**config.mk**
```make
export PLATFORM = sky130hd
export DESIGN_NAME = cdt_gaussian_sampler
export DESIGN_NICKNAME = d
export VERILOG_FILES = /design/src/hdl/cdt_pkg.sv /design/src/hdl/cdt_ram.sv /design/src/hdl/cdt_gaussian_sampler.sv
export VERILOG_INCLUDE_DIRS = /design/src /design/src/hdl
export SDC_FILE = /design/constraint.sdc
export NUM_CORES = 2
export LEC_CHECK = 0
export BUFFER_PORTS_ARGS = -buffer_cell sky130_fd_sc_hd__buf_4
export CAP_MARGIN = 20
export CORE_MARGIN = 2
export CORE_UTILIZATION = 55
export DETAILED_ROUTE_END_ITERATION = 16
export GPL_ROUTABILITY_DRIVEN = 1
export PLACE_DENSITY = 0.71
export SYNTH_ARGS = -nofsm -noshare
export SYNTH_HDL_FRONTEND = slang
export SYNTH_SLANG_ARGS = --single-unit
export TNS_END_PERCENT = 30
```
**constraint.sdc**
```tcl
create_clock -name clk -period 9.71 [get_ports clk]
set_clock_uncertainty 0.05 [all_clocks]
set_input_delay 1.942 -clock clk [delete_from_list [all_inputs] [get_ports clk]]
set_output_delay 1.942 -clock clk [all_outputs]
set_load 0.01 [all_outputs]
```
**src/hdl/cdt_gaussian_sampler_defines.svh**
```systemverilog
// ----------------------------------------------------------------------------
// cdt_gaussian_sampler_defines.svh
// Assertion macros for the CDT Gaussian sampler.
// ----------------------------------------------------------------------------
`ifndef CDT_GAUSSIAN_SAMPLER_DEFINES_SVH
`define CDT_GAUSSIAN_SAMPLER_DEFINES_SVH

`ifndef NO_ASSERTIONS
// check a property while out of reset
`define CDT_ASSERT(label, prop, msg) \
  label: assert property (@(posedge clk) disable iff (!rst_n) prop) else $error(msg);
// check a property on every edge, reset included
`define CDT_ASSERT_ALWAYS(label, prop, msg) \
  label: assert property (@(posedge clk) prop) else $error(msg);
`else
`define CDT_ASSERT(label, prop, msg)
`define CDT_ASSERT_ALWAYS(label, prop, msg)
`endif

`endif

```
**src/hdl/cdt_pkg.sv**
```systemverilog
// ----------------------------------------------------------------------------
// cdt_pkg
// Widths and register indexes shared by the CDT Gaussian sampler.
// ----------------------------------------------------------------------------
package cdt_pkg;

  localparam int MOD_W   = 63;
  localparam int PROB_W  = 32;
  localparam int RMAG_W  = 31;
  localparam int LEN_W   = 7;
  localparam int MAG_W   = 7;
  localparam int IDX_W   = 6;
  localparam int CFG_A_W = 2;

  typedef enum logic [CFG_A_W-1:0] {
    CFG_MODULUS      = 2'd0,
    CFG_HALF_CENTER  = 2'd1,
    CFG_TABLE_LENGTH = 2'd2
  } cfg_index_t;

  localparam logic [MOD_W-1:0]  MODULUS_RST      = 63'd2;
  localparam logic [PROB_W-1:0] HALF_CENTER_RST  = 32'd0;
  localparam logic [LEN_W-1:0]  TABLE_LENGTH_RST = 7'd64;

endpackage

```
**src/hdl/cdt_ram.sv**
```systemverilog
// ----------------------------------------------------------------------------
// cdt_ram
// Generic single-write, single-read RAM with registered read data.
// ----------------------------------------------------------------------------
module cdt_ram #(
  parameter int WIDTH  = 32,
  parameter int DEPTH  = 64,
  parameter int ADDR_W = $clog2(DEPTH)
) (
  input  logic              clk,
  input  logic              we,
  input  logic [ADDR_W-1:0] waddr,
  input  logic [WIDTH-1:0]  wdata,
  input  logic [ADDR_W-1:0] raddr,
  output logic [WIDTH-1:0]  rdata
);

  logic [WIDTH-1:0] mem [DEPTH];

  always_ff @(posedge clk) begin
    if (we) begin
      mem[waddr] <= wdata;
    end
    rdata <= mem[raddr];
  end

endmodule

```
**src/hdl/cdt_gaussian_sampler.sv**
```systemverilog
// ----------------------------------------------------------------------------
// cdt_gaussian_sampler
// Discrete Gaussian sampler by linear search of a cumulative table, with
// one shared subtractor doing the threshold, the table compares and the
// modular negation.
// ----------------------------------------------------------------------------
// A sample word runs through PREP, SEARCH (k table entries read, 1 ..
// active length, none in the centre) and MODQ, which registers the result;
// busy stays high until IDLE, so no new word is taken while a sample is in
// flight, and the receiver cannot stall the strobe. The rate is set by the
// table RAM's single read port, one entry a cycle. A load word is written
// when accepted and leaves busy low. Synchronous active-low reset restores
// the control and config registers; the table RAM is not cleared.
// ----------------------------------------------------------------------------
`include "cdt_gaussian_sampler_defines.svh"

module cdt_gaussian_sampler #(
  parameter int TABLE_DEPTH = 64
) (
  input  logic                         clk,
  input  logic                         rst_n,
  input  logic                         start,
  output logic                         busy,
  input  logic                         in_kind,
  input  logic [cdt_pkg::IDX_W-1:0]    in_entry_index,
  input  logic [cdt_pkg::PROB_W-1:0]   in_entry_value,
  input  logic                         in_random_negative,
  input  logic [cdt_pkg::RMAG_W-1:0]   in_random_magnitude,
  input  logic                         in_last_in,
  output logic                         out_valid,
  output logic [cdt_pkg::MAG_W-1:0]    out_magnitude,
  output logic                         out_is_negative,
  output logic [cdt_pkg::MOD_W-1:0]    out_value_mod_q,
  output logic                         out_last,
  input  logic                         cfg_valid,
  output logic                         cfg_ready,
  input  logic [cdt_pkg::CFG_A_W-1:0]  cfg_index,
  input  logic [cdt_pkg::MOD_W-1:0]    cfg_data
);

  import cdt_pkg::*;

  localparam int AW = $clog2(TABLE_DEPTH);
  localparam int LEN_MAX = (TABLE_DEPTH < 127) ? TABLE_DEPTH : 127;
  localparam logic [LEN_W-1:0] LEN_CAP = LEN_W'(LEN_MAX);

  typedef enum logic [3:0] {
    S_IDLE   = 4'b0001,
    S_PREP   = 4'b0010,
    S_SEARCH = 4'b0100,
    S_MODQ   = 4'b1000
  } state_t;

  state_t             state_r, state_nxt;
  logic [MOD_W-1:0]   modulus_r;
  logic [PROB_W-1:0]  half_center_r;
  logic [LEN_W-1:0]   table_length_r;
  logic [LEN_W-1:0]   len;

  logic [RMAG_W-1:0]  rmag_r;
  logic               neg_r, neg_nxt;
  logic               last_r, last_nxt;
  logic [PROB_W-1:0]  target_r, target_nxt;
  logic [MAG_W-1:0]   idx_r, idx_nxt, idx_inc;
  logic [MAG_W-1:0]   mag_r, mag_nxt;

  logic [MOD_W-1:0]   sub_a, sub_b;
  logic [MOD_W:0]     sub_d;
  logic               sub_borrow;

  logic               accept, ram_we;
  logic [PROB_W-1:0]  rd_data;

  logic               ov_r, ov_nxt;
  logic [MAG_W-1:0]   omag_r, omag_nxt;
  logic               oneg_r, oneg_nxt;
  logic [MOD_W-1:0]   oval_r, oval_nxt;
  logic               olast_r, olast_nxt;

  assign cfg_ready = 1'b1;
  assign busy      = (state_r != S_IDLE);
  assign accept    = start && !busy;
  assign ram_we    = accept && !in_kind && (in_entry_index < TABLE_DEPTH);

  assign len = (table_length_r == '0)          ? LEN_W'(1) :
               (table_length_r > LEN_CAP)      ? LEN_CAP   : table_length_r;

  cdt_ram #(
    .WIDTH (PROB_W),
    .DEPTH (TABLE_DEPTH)
  ) u_table (
    .clk   (clk),
    .we    (ram_we),
    .waddr (AW'(in_entry_index)),
    .wdata (in_entry_value),
    .raddr (AW'(idx_nxt)),
    .rdata (rd_data)
  );

  always_comb begin
    case (state_r)
      S_PREP: begin
        sub_a = MOD_W'(rmag_r);
        sub_b = MOD_W'(half_center_r);
      end
      S_SEARCH: begin
        sub_a = MOD_W'(rd_data);
        sub_b = MOD_W'(target_r);
      end
      S_MODQ: begin
        sub_a = modulus_r;
        sub_b = MOD_W'(mag_r);
      end
      default: begin
        sub_a = '0;
        sub_b = '0;
      end
    endcase
  end

  assign sub_d      = {1'b0, sub_a} - {1'b0, sub_b};
  assign sub_borrow = sub_d[MOD_W];
  assign idx_inc    = idx_r + MAG_W'(1);

  always_comb begin
    state_nxt  = state_r;
    neg_nxt    = neg_r;
    last_nxt   = last_r;
    target_nxt = target_r;
    idx_nxt    = '0;
    mag_nxt    = mag_r;
    ov_nxt     = 1'b0;
    omag_nxt   = omag_r;
    oneg_nxt   = oneg_r;
    oval_nxt   = oval_r;
    olast_nxt  = olast_r;
    case (state_r)
      S_IDLE: begin
        if (accept && in_kind) begin
          neg_nxt   = in_random_negative;
          last_nxt  = in_last_in;
          state_nxt = S_PREP;
        end
      end
      S_PREP: begin
        target_nxt = sub_d[PROB_W-1:0];
        if (sub_borrow || (sub_d == '0)) begin
          mag_nxt   = '0;
          state_nxt = S_MODQ;
        end else begin
          state_nxt = S_SEARCH;
        end
      end
      S_SEARCH: begin
        if (!sub_borrow) begin
          mag_nxt   = idx_inc;
          state_nxt = S_MODQ;
        end else if (idx_inc == len) begin
          mag_nxt   = len;
          state_nxt = S_MODQ;
        end else begin
          idx_nxt = idx_inc;
        end
      end
      S_MODQ: begin
        ov_nxt    = 1'b1;
        omag_nxt  = mag_r;
        oneg_nxt  = neg_r && (mag_r != '0);
        oval_nxt  = (neg_r && (mag_r != '0)) ? sub_d[MOD_W-1:0] : MOD_W'(mag_r);
        olast_nxt = last_r;
        state_nxt = S_IDLE;
      end
      default: begin
        state_nxt = S_IDLE;
      end
    endcase
  end

  always_ff @(posedge clk) begin
    if (!rst_n) begin
      state_r        <= S_IDLE;
      ov_r           <= 1'b0;
      idx_r          <= '0;
      modulus_r      <= MODULUS_RST;
      half_center_r  <= HALF_CENTER_RST;
      table_length_r <= TABLE_LENGTH_RST;
    end else begin
      state_r <= state_nxt;
      ov_r    <= ov_nxt;
      idx_r   <= idx_nxt;
      if (cfg_valid && cfg_ready) begin
        case (cfg_index)
          CFG_MODULUS:      modulus_r      <= cfg_data;
          CFG_HALF_CENTER:  half_center_r  <= cfg_data[PROB_W-1:0];
          CFG_TABLE_LENGTH: table_length_r <= cfg_data[LEN_W-1:0];
          default: ;
        endcase
      end
    end
  end

  always_ff @(posedge clk) begin
    if (accept && in_kind) begin
      rmag_r <= in_random_magnitude;
    end
    neg_r    <= neg_nxt;
    last_r   <= last_nxt;
    target_r <= target_nxt;
    mag_r    <= mag_nxt;
    omag_r   <= omag_nxt;
    oneg_r   <= oneg_nxt;
    oval_r   <= oval_nxt;
    olast_r  <= olast_nxt;
  end

  assign out_valid       = ov_r;
  assign out_magnitude   = omag_r;
  assign out_is_negative = oneg_r;
  assign out_value_mod_q = oval_r;
  assign out_last        = olast_r;

  `CDT_ASSERT(a_strobe_single, out_valid |=> !out_valid, "result strobe longer than one cycle")
  `CDT_ASSERT(a_sample_busy, (start && !busy && in_kind) |=> busy, "sample word did not raise busy")
  `CDT_ASSERT(a_load_idle, (start && !busy && !in_kind) |=> !busy, "load word raised busy")
  `CDT_ASSERT(a_idx_bound, (state_r == S_SEARCH) |-> (idx_r < len), "search ran past table length")
  `CDT_ASSERT(a_neg_nonzero, (out_valid && out_is_negative) |-> (out_magnitude != '0),
              "negative flag on zero sample")
  `CDT_ASSERT_ALWAYS(a_reset_quiet, !rst_n |=> (!out_valid && !busy), "activity after reset")

endmodule

```
== After elaboration in Yosys (flattened, before gate mapping) ==
Memory sizes are Yosys's and may differ from the RTL's. A register that Yosys moved wholly into a read port is not among the register bits.
Cells that the tools add are included.
Word-level totals
  flip-flop bits (word level): 258
  memories: 1
  bits of input ports: 141
  word-level logic and storage cells: 74
  RAM bits: 2048
Cells by class
  $add $sub $neg: 2
  eq/ne operators: 11
  bitwise operators: 3
  muxes and demuxes: 20
  reductions and logical operators: 19
  order comparisons: 1
Memory list
  u_table.mem: depth 64, bits a word 32, read ports 1, clocked after Yosys merged registers in 1, wr ports 1, RTL line cdt_ram.sv:18  | logic [WIDTH-1:0] mem [DEPTH];
Operators by type and width (number)
  63-bit one-hot mux with 3 select lines: 1
  32-bit one-hot mux with 3 select lines: 1
  64-bit zero test: 1
  63-bit by 32-bit subtractor with 64-bit output: 1
  7-bit two-way mux: 6
  6-bit two-way mux: 3
  4-bit two-way mux: 4
  7-bit one-hot mux with 2 select lines: 1
  4-bit one-hot mux with 3 select lines: 1
  2-bit AND reduction: 5
  7-bit by 1-bit adder with 7-bit output (second input constant): 1
  7-bit == test: 1
  7-bit greater-than comparator (second input constant): 1
  7-bit zero test: 1
  7-bit nonzero test: 1
  4-bit by 1-bit == test with 1-bit output (second input constant): 1
  4-bit by 2-bit == test with 1-bit output (second input constant): 1
  4-bit by 3-bit == test with 1-bit output (second input constant): 1
  4-bit == test (second input constant): 1
  1-bit logical AND: 4
  2-bit != test (second input constant): 2
  4-bit by 1-bit != test with 1-bit output (second input constant): 1
  4-bit OR reduction: 1
  1-bit two-way mux: 3
  other kinds (9): 12

== Longest topological paths before layout ==
  word-level depth: 7
  depth in mapped cells: 26
  depth with buffers taken out: 18

== Modules after synthesis ==
A second synthesis with hierarchy kept.
Unflattened totals
  cell total of the unflattened synthesis: 4834
  area, all modules: 92278.5 sq um
Modules (own cells, without submodules)
  cdt_ram: cells an instance 3324, times used 1, area each 78515.3 sq um, seq. area each 62139.6 sq um
  cdt_gaussian_sampler: cells an instance 1510, times used 1, area each 13763.2 sq um, seq. area each 6606.3 sq um

== Worst setup path before layout ==
OpenSTA, ideal clock, no wires.
  kind: reg-to-reg
  start point: reg state_r[0]
  end point: reg mag_r[0], enable pin
  setup slack: 1492 ps
  library setup time: 373 ps
  stages on the path, launching flop included: 21
  data arrival time: 7795 ps
  buffers on the path: 5
  cell sequence: dfxtp_1 or4b_1 buf_2 inv_2 buf_2 buf_1 clkbuf_1 buf_1 a222oi_1 ha_1 a21o_1 a221oi_2 o41ai_1 o211ai_1 nand2_1 xor2_1 or4_1 or4_1 nor4_1 nand4_1 a21oi_1
On the way
  cells in the longest elaborated chain, start to end: 7
  elaborated cells between the ends (all ways): 12
  those cells by class: add/sub (1); eq/ne (5); mux (2); reduce/logical (4)
Ends and longest elaborated chain
  from (decl): RTL line cdt_gaussian_sampler.sv:54  | state_t state_r, state_nxt;
  from (signal assigned): RTL line cdt_gaussian_sampler.sv:188  | state_r <= state_nxt;
  4-bit == test (tied with other cells): RTL line cdt_gaussian_sampler.sv:101  | case (state_r)
  63-bit one-hot mux with 3 select lines or 32-bit one-hot mux with 3 select lines (tied branches): RTL line cdt_gaussian_sampler.sv:101
  63-bit by 32-bit subtractor with 64-bit output (*): RTL line cdt_gaussian_sampler.sv:121  | assign sub_d = {1'b0, sub_a} - {1'b0, sub_b};
  net sub_d[22]: RTL line cdt_gaussian_sampler.sv:68  | logic [MOD_W:0] sub_d;
  64-bit zero test (*): RTL line cdt_gaussian_sampler.sv:147  | if (sub_borrow || (sub_d == '0)) begin
  1-bit logical OR (*): RTL line cdt_gaussian_sampler.sv:147
  2-bit != test (no line) (*)
  3-bit AND reduction (no line) (*)
  to (signal assigned): RTL line cdt_gaussian_sampler.sv:209  | mag_r <= mag_nxt;
  to (decl): RTL line cdt_gaussian_sampler.sv:65  | logic [MAG_W-1:0] mag_r, mag_nxt;
The timed path passes the listed nets; every way through them passes the cells marked *.
A chain may end at the register's enable or synchronous reset.

== Worst setup path after layout ==
  start point: reg state_r[3]
  end point: reg u_table.rdata[23] (read register of u_table.mem)
On the way
  cells in the longest elaborated chain, start to end: 5
  elaborated cells between the ends (all ways): 8
  those cells by class: add/sub (1); eq/ne (3); mux (4)
Ends and longest elaborated chain
  4-bit == test (tied with other cells): RTL line cdt_gaussian_sampler.sv:101
  63-bit one-hot mux with 3 select lines or 32-bit one-hot mux with 3 select lines (tied branches): RTL line cdt_gaussian_sampler.sv:101
  63-bit by 32-bit subtractor with 64-bit output: RTL line cdt_gaussian_sampler.sv:121
  6-bit two-way mux: RTL line cdt_gaussian_sampler.sv:155  | if (!sub_borrow) begin
  6-bit two-way mux (*): RTL line cdt_gaussian_sampler.sv:137  | case (state_r)
  to (decl): RTL line cdt_ram.sv:15  | output logic [WIDTH-1:0] rdata
Every way passes the cells marked *; elsewhere a longest branch is shown, timed or not.

==> reports/results.ini <==
[route]
routed_wl_mm = 331
wl_per_cell_um = 35.6
vias = 64300
drc = 0
drt_pre_antenna_iters = 9
final_antenna_net_count = 0
initialDrtViolationCount = 11700
via_per_inst = 6.91

[critical_path]
critPathMaxFanout = 87
worst_setup_path_start_kind = register
crit_type = register to register
critPathArrivalTime_ps = 8580
crit_required_ps = 10350
end_kind = register

[timing]
setup_violations = 0
post-route-min-period_ps = 7940
finalCritPeriodShare = 0.817
rsz0062_at_grt = no
hold_viol = 0
slew_viol_final = 1
worst_pin_slew_ps = 1580
fmax_ghz = 0.126
maxSlewHeadroom = -0.0558
setup_tns_ps = 0

[cells_and_area]
final_cell_area_um2 = 107000
finish.utilization = 0.626
layout-drive-gt1-share = 0.145
nets = 6971
area_growth_pct = 13.3

[global_route]
grt_pass1_vias = 60200
grt_max_degree = 111
antenna_found_initial = 37
grt_pass1_wl_mm = 458
overflow = 0
track_usage = 0.371

[power]
p_per_area_nw_per_um2 = 191
peakVddDrop_uv = 182
p_leak_nw = 35.4

[floorplanning]
fp.coreArea_um2 = 172000
boundaryPins = 216
die-area_um2 = 176000
initial_core_util = 0.553
die_w_um = 419
die_h_um = 419
row_count = 152

[clocking]
cts_htree_levels = 4
cts_made_buffers = 225
cts_buffer_depth = 3
cts_tree = built
clockRootBuffer = clkbuf_16
cts_hold_buffers = 0
path_clk_slew_ps = 60
ctsResizeCount = 0
post-cts-setup-buffers = 0
clock_latency_ps = 910
clkSinkCount = 2338

[yosys]
synth_seq_cells = 2338
synth.largest_area_cell = edfxtp_1
netlist_area_um2 = 94900
ys_top_cells_by_count = 2192 x edfxtp_1, 802 x nand2_1, 393 x mux2i_1
async_flop_share = 0
netlist_instances = 6565
synthTopCellsByArea = edfxtp_1 69%, mux2i_1 4.1%, nand2_1 3.2%, dfxtp_1 3.1%, a21oi_1 2.0%
syn_nets = 6740
synth.distinct_cells = 119
synth_top_area_frac = 0.694
synth.most_common_cell = edfxtp_1
ys_warn_count = 0
ys.flop_type = edfxtp_1
ys_seq_area_frac = 0.725
synth_edf_count = 2192
syn-mean-instance-area_um2 = 14.4

[outcome]
violations = slew limit
status = complete, but fails checks

[placement]
port_buffers = 214
place_congestion = 0.974
dpl_cell_area_um2 = 100000
hpwl_mm = 197

[flow_run]
maxCapViolCount = 0

[min_path]
hold_class = register to register

[cell type report]
| cell class | instances | area (um2) |
|---|---|---|
| Antenna cell | 13 | 32.5 |
| Clock buffer | 298 | 6090 |
| Clock inverter | 118 | 1240 |
| Fill cell | 12400 | 64100 |
| Inverter | 56 | 216 |
| Multi-Input combinational cell | 3735 | 24600 |
| Sequential cell | 2338 | 68700 |
| Tap cell | 2310 | 2890 |
| Timing Repair Buffer | 440 | 3620 |
[cells by family after synthesis]
logic type	Yosys count	share of synthesized area
AO/OA/AOI/OAI	1579	0.114
XOR/XNOR	47	0.00500
adder cells (fa/ha/maj)	34	0.00456
buffers and inverters	492	0.0228
flip-flops	2338	0.725
multiplexers	483	0.0536
other	1	0.0000395
AND/OR/NAND/NOR	1591	0.0754
[critical path, stage by stage, from the launching register on]
cell and delay (ps):
dfxtp_1 450, or4b_1 560, inv_6 570, a222oi_1 260, ha_1 430, a21oi_1 290, nand2_1 100, o21ai_0 390
a211oi_2 290, a21oi_4 950, nand3_4 1000, nor2_1 700, o221a_2 300, a21oi_1 80, a32oi_1 1140, nor4_1 130
[flip-flops by register name (all words and copies together) (netlist names)]
| signal | count |
|---|---|
| half_center_r | 32 |
| out_magnitude | 7 |
| target_r | 32 |
| idx_r | 7 |
| table_length_r | 7 |
| neg_r | 1 |
| rmag_r | 31 |
| u_table.mem | 2048 |
| modulus_r | 63 |
| last_r | 1 |
| out_valid | 1 |
| out_last | 1 |
| mag_r | 7 |
| u_table.rdata | 32 |
| out_is_negative | 1 |
| state_r | 4 |
| out_value_mod_q | 63 |
[per-layer routing]
metal | GRT usage | wire length [um]
met1 | 0.482 | 114000
met4 | 0.228 | 23800
met5 | 0.00472 | 314
met3 | 0.111 | 47700
met2 | 0.552 | 145000
[cell usage in the layout, fill, tap and decap left out, types with 103 or more instances in the layout]
master | synthesis | layout
edfxtp_1 | 2192 | 2192
nand2_1 | 802 | 800
buf_4 | 18 | 411
mux2i_1 | 393 | 393
a21oi_1 | 385 | 385
o21ai_0 | 285 | 285
nor2_1 | 296 | 230
clkbuf_16 | 0 | 225
dfxtp_1 | 146 | 145
o221ai_1 | 137 | 137
nand3_1 | 137 | 136
a21boi_0 | 103 | 103
[power by group]
part | internal (mW) | switching, mW
sequential | 11.1 | 0.0302
combinational | 0.180 | 0.531
clock | 4.79 | 3.89
[worst paths after layout]
check                          start                   endpoint  slack [ps]  cells past startpoint
max          state_r[3]$_SDFFE_PN0P_  u_table.rdata[23]$_DFF_P_        1770                     15
min                 last_r$_DFFE_PP_         out_last$_DFFE_PN_         380                      0
max reg2reg  state_r[3]$_SDFFE_PN0P_  u_table.rdata[23]$_DFF_P_        1770                     15
min reg2reg         last_r$_DFFE_PP_         out_last$_DFFE_PN_         380                      0
[metrics by stage]
stage          worst slack, ps  hold slack [ps]  power (mW)  std cells
3_3_place_gp              2190              356        12.0       8874
4_1_cts                   2270              375        20.5       9292
6_report                  1770              375        20.5       9308
2_1_floorplan             1490              350        11.6       6565
5_1_grt                   1710              384        20.9       9299
3_5_place_dp              2280              355        12.0       8876
Note: power is estimated with default switching activity, not from simulation.
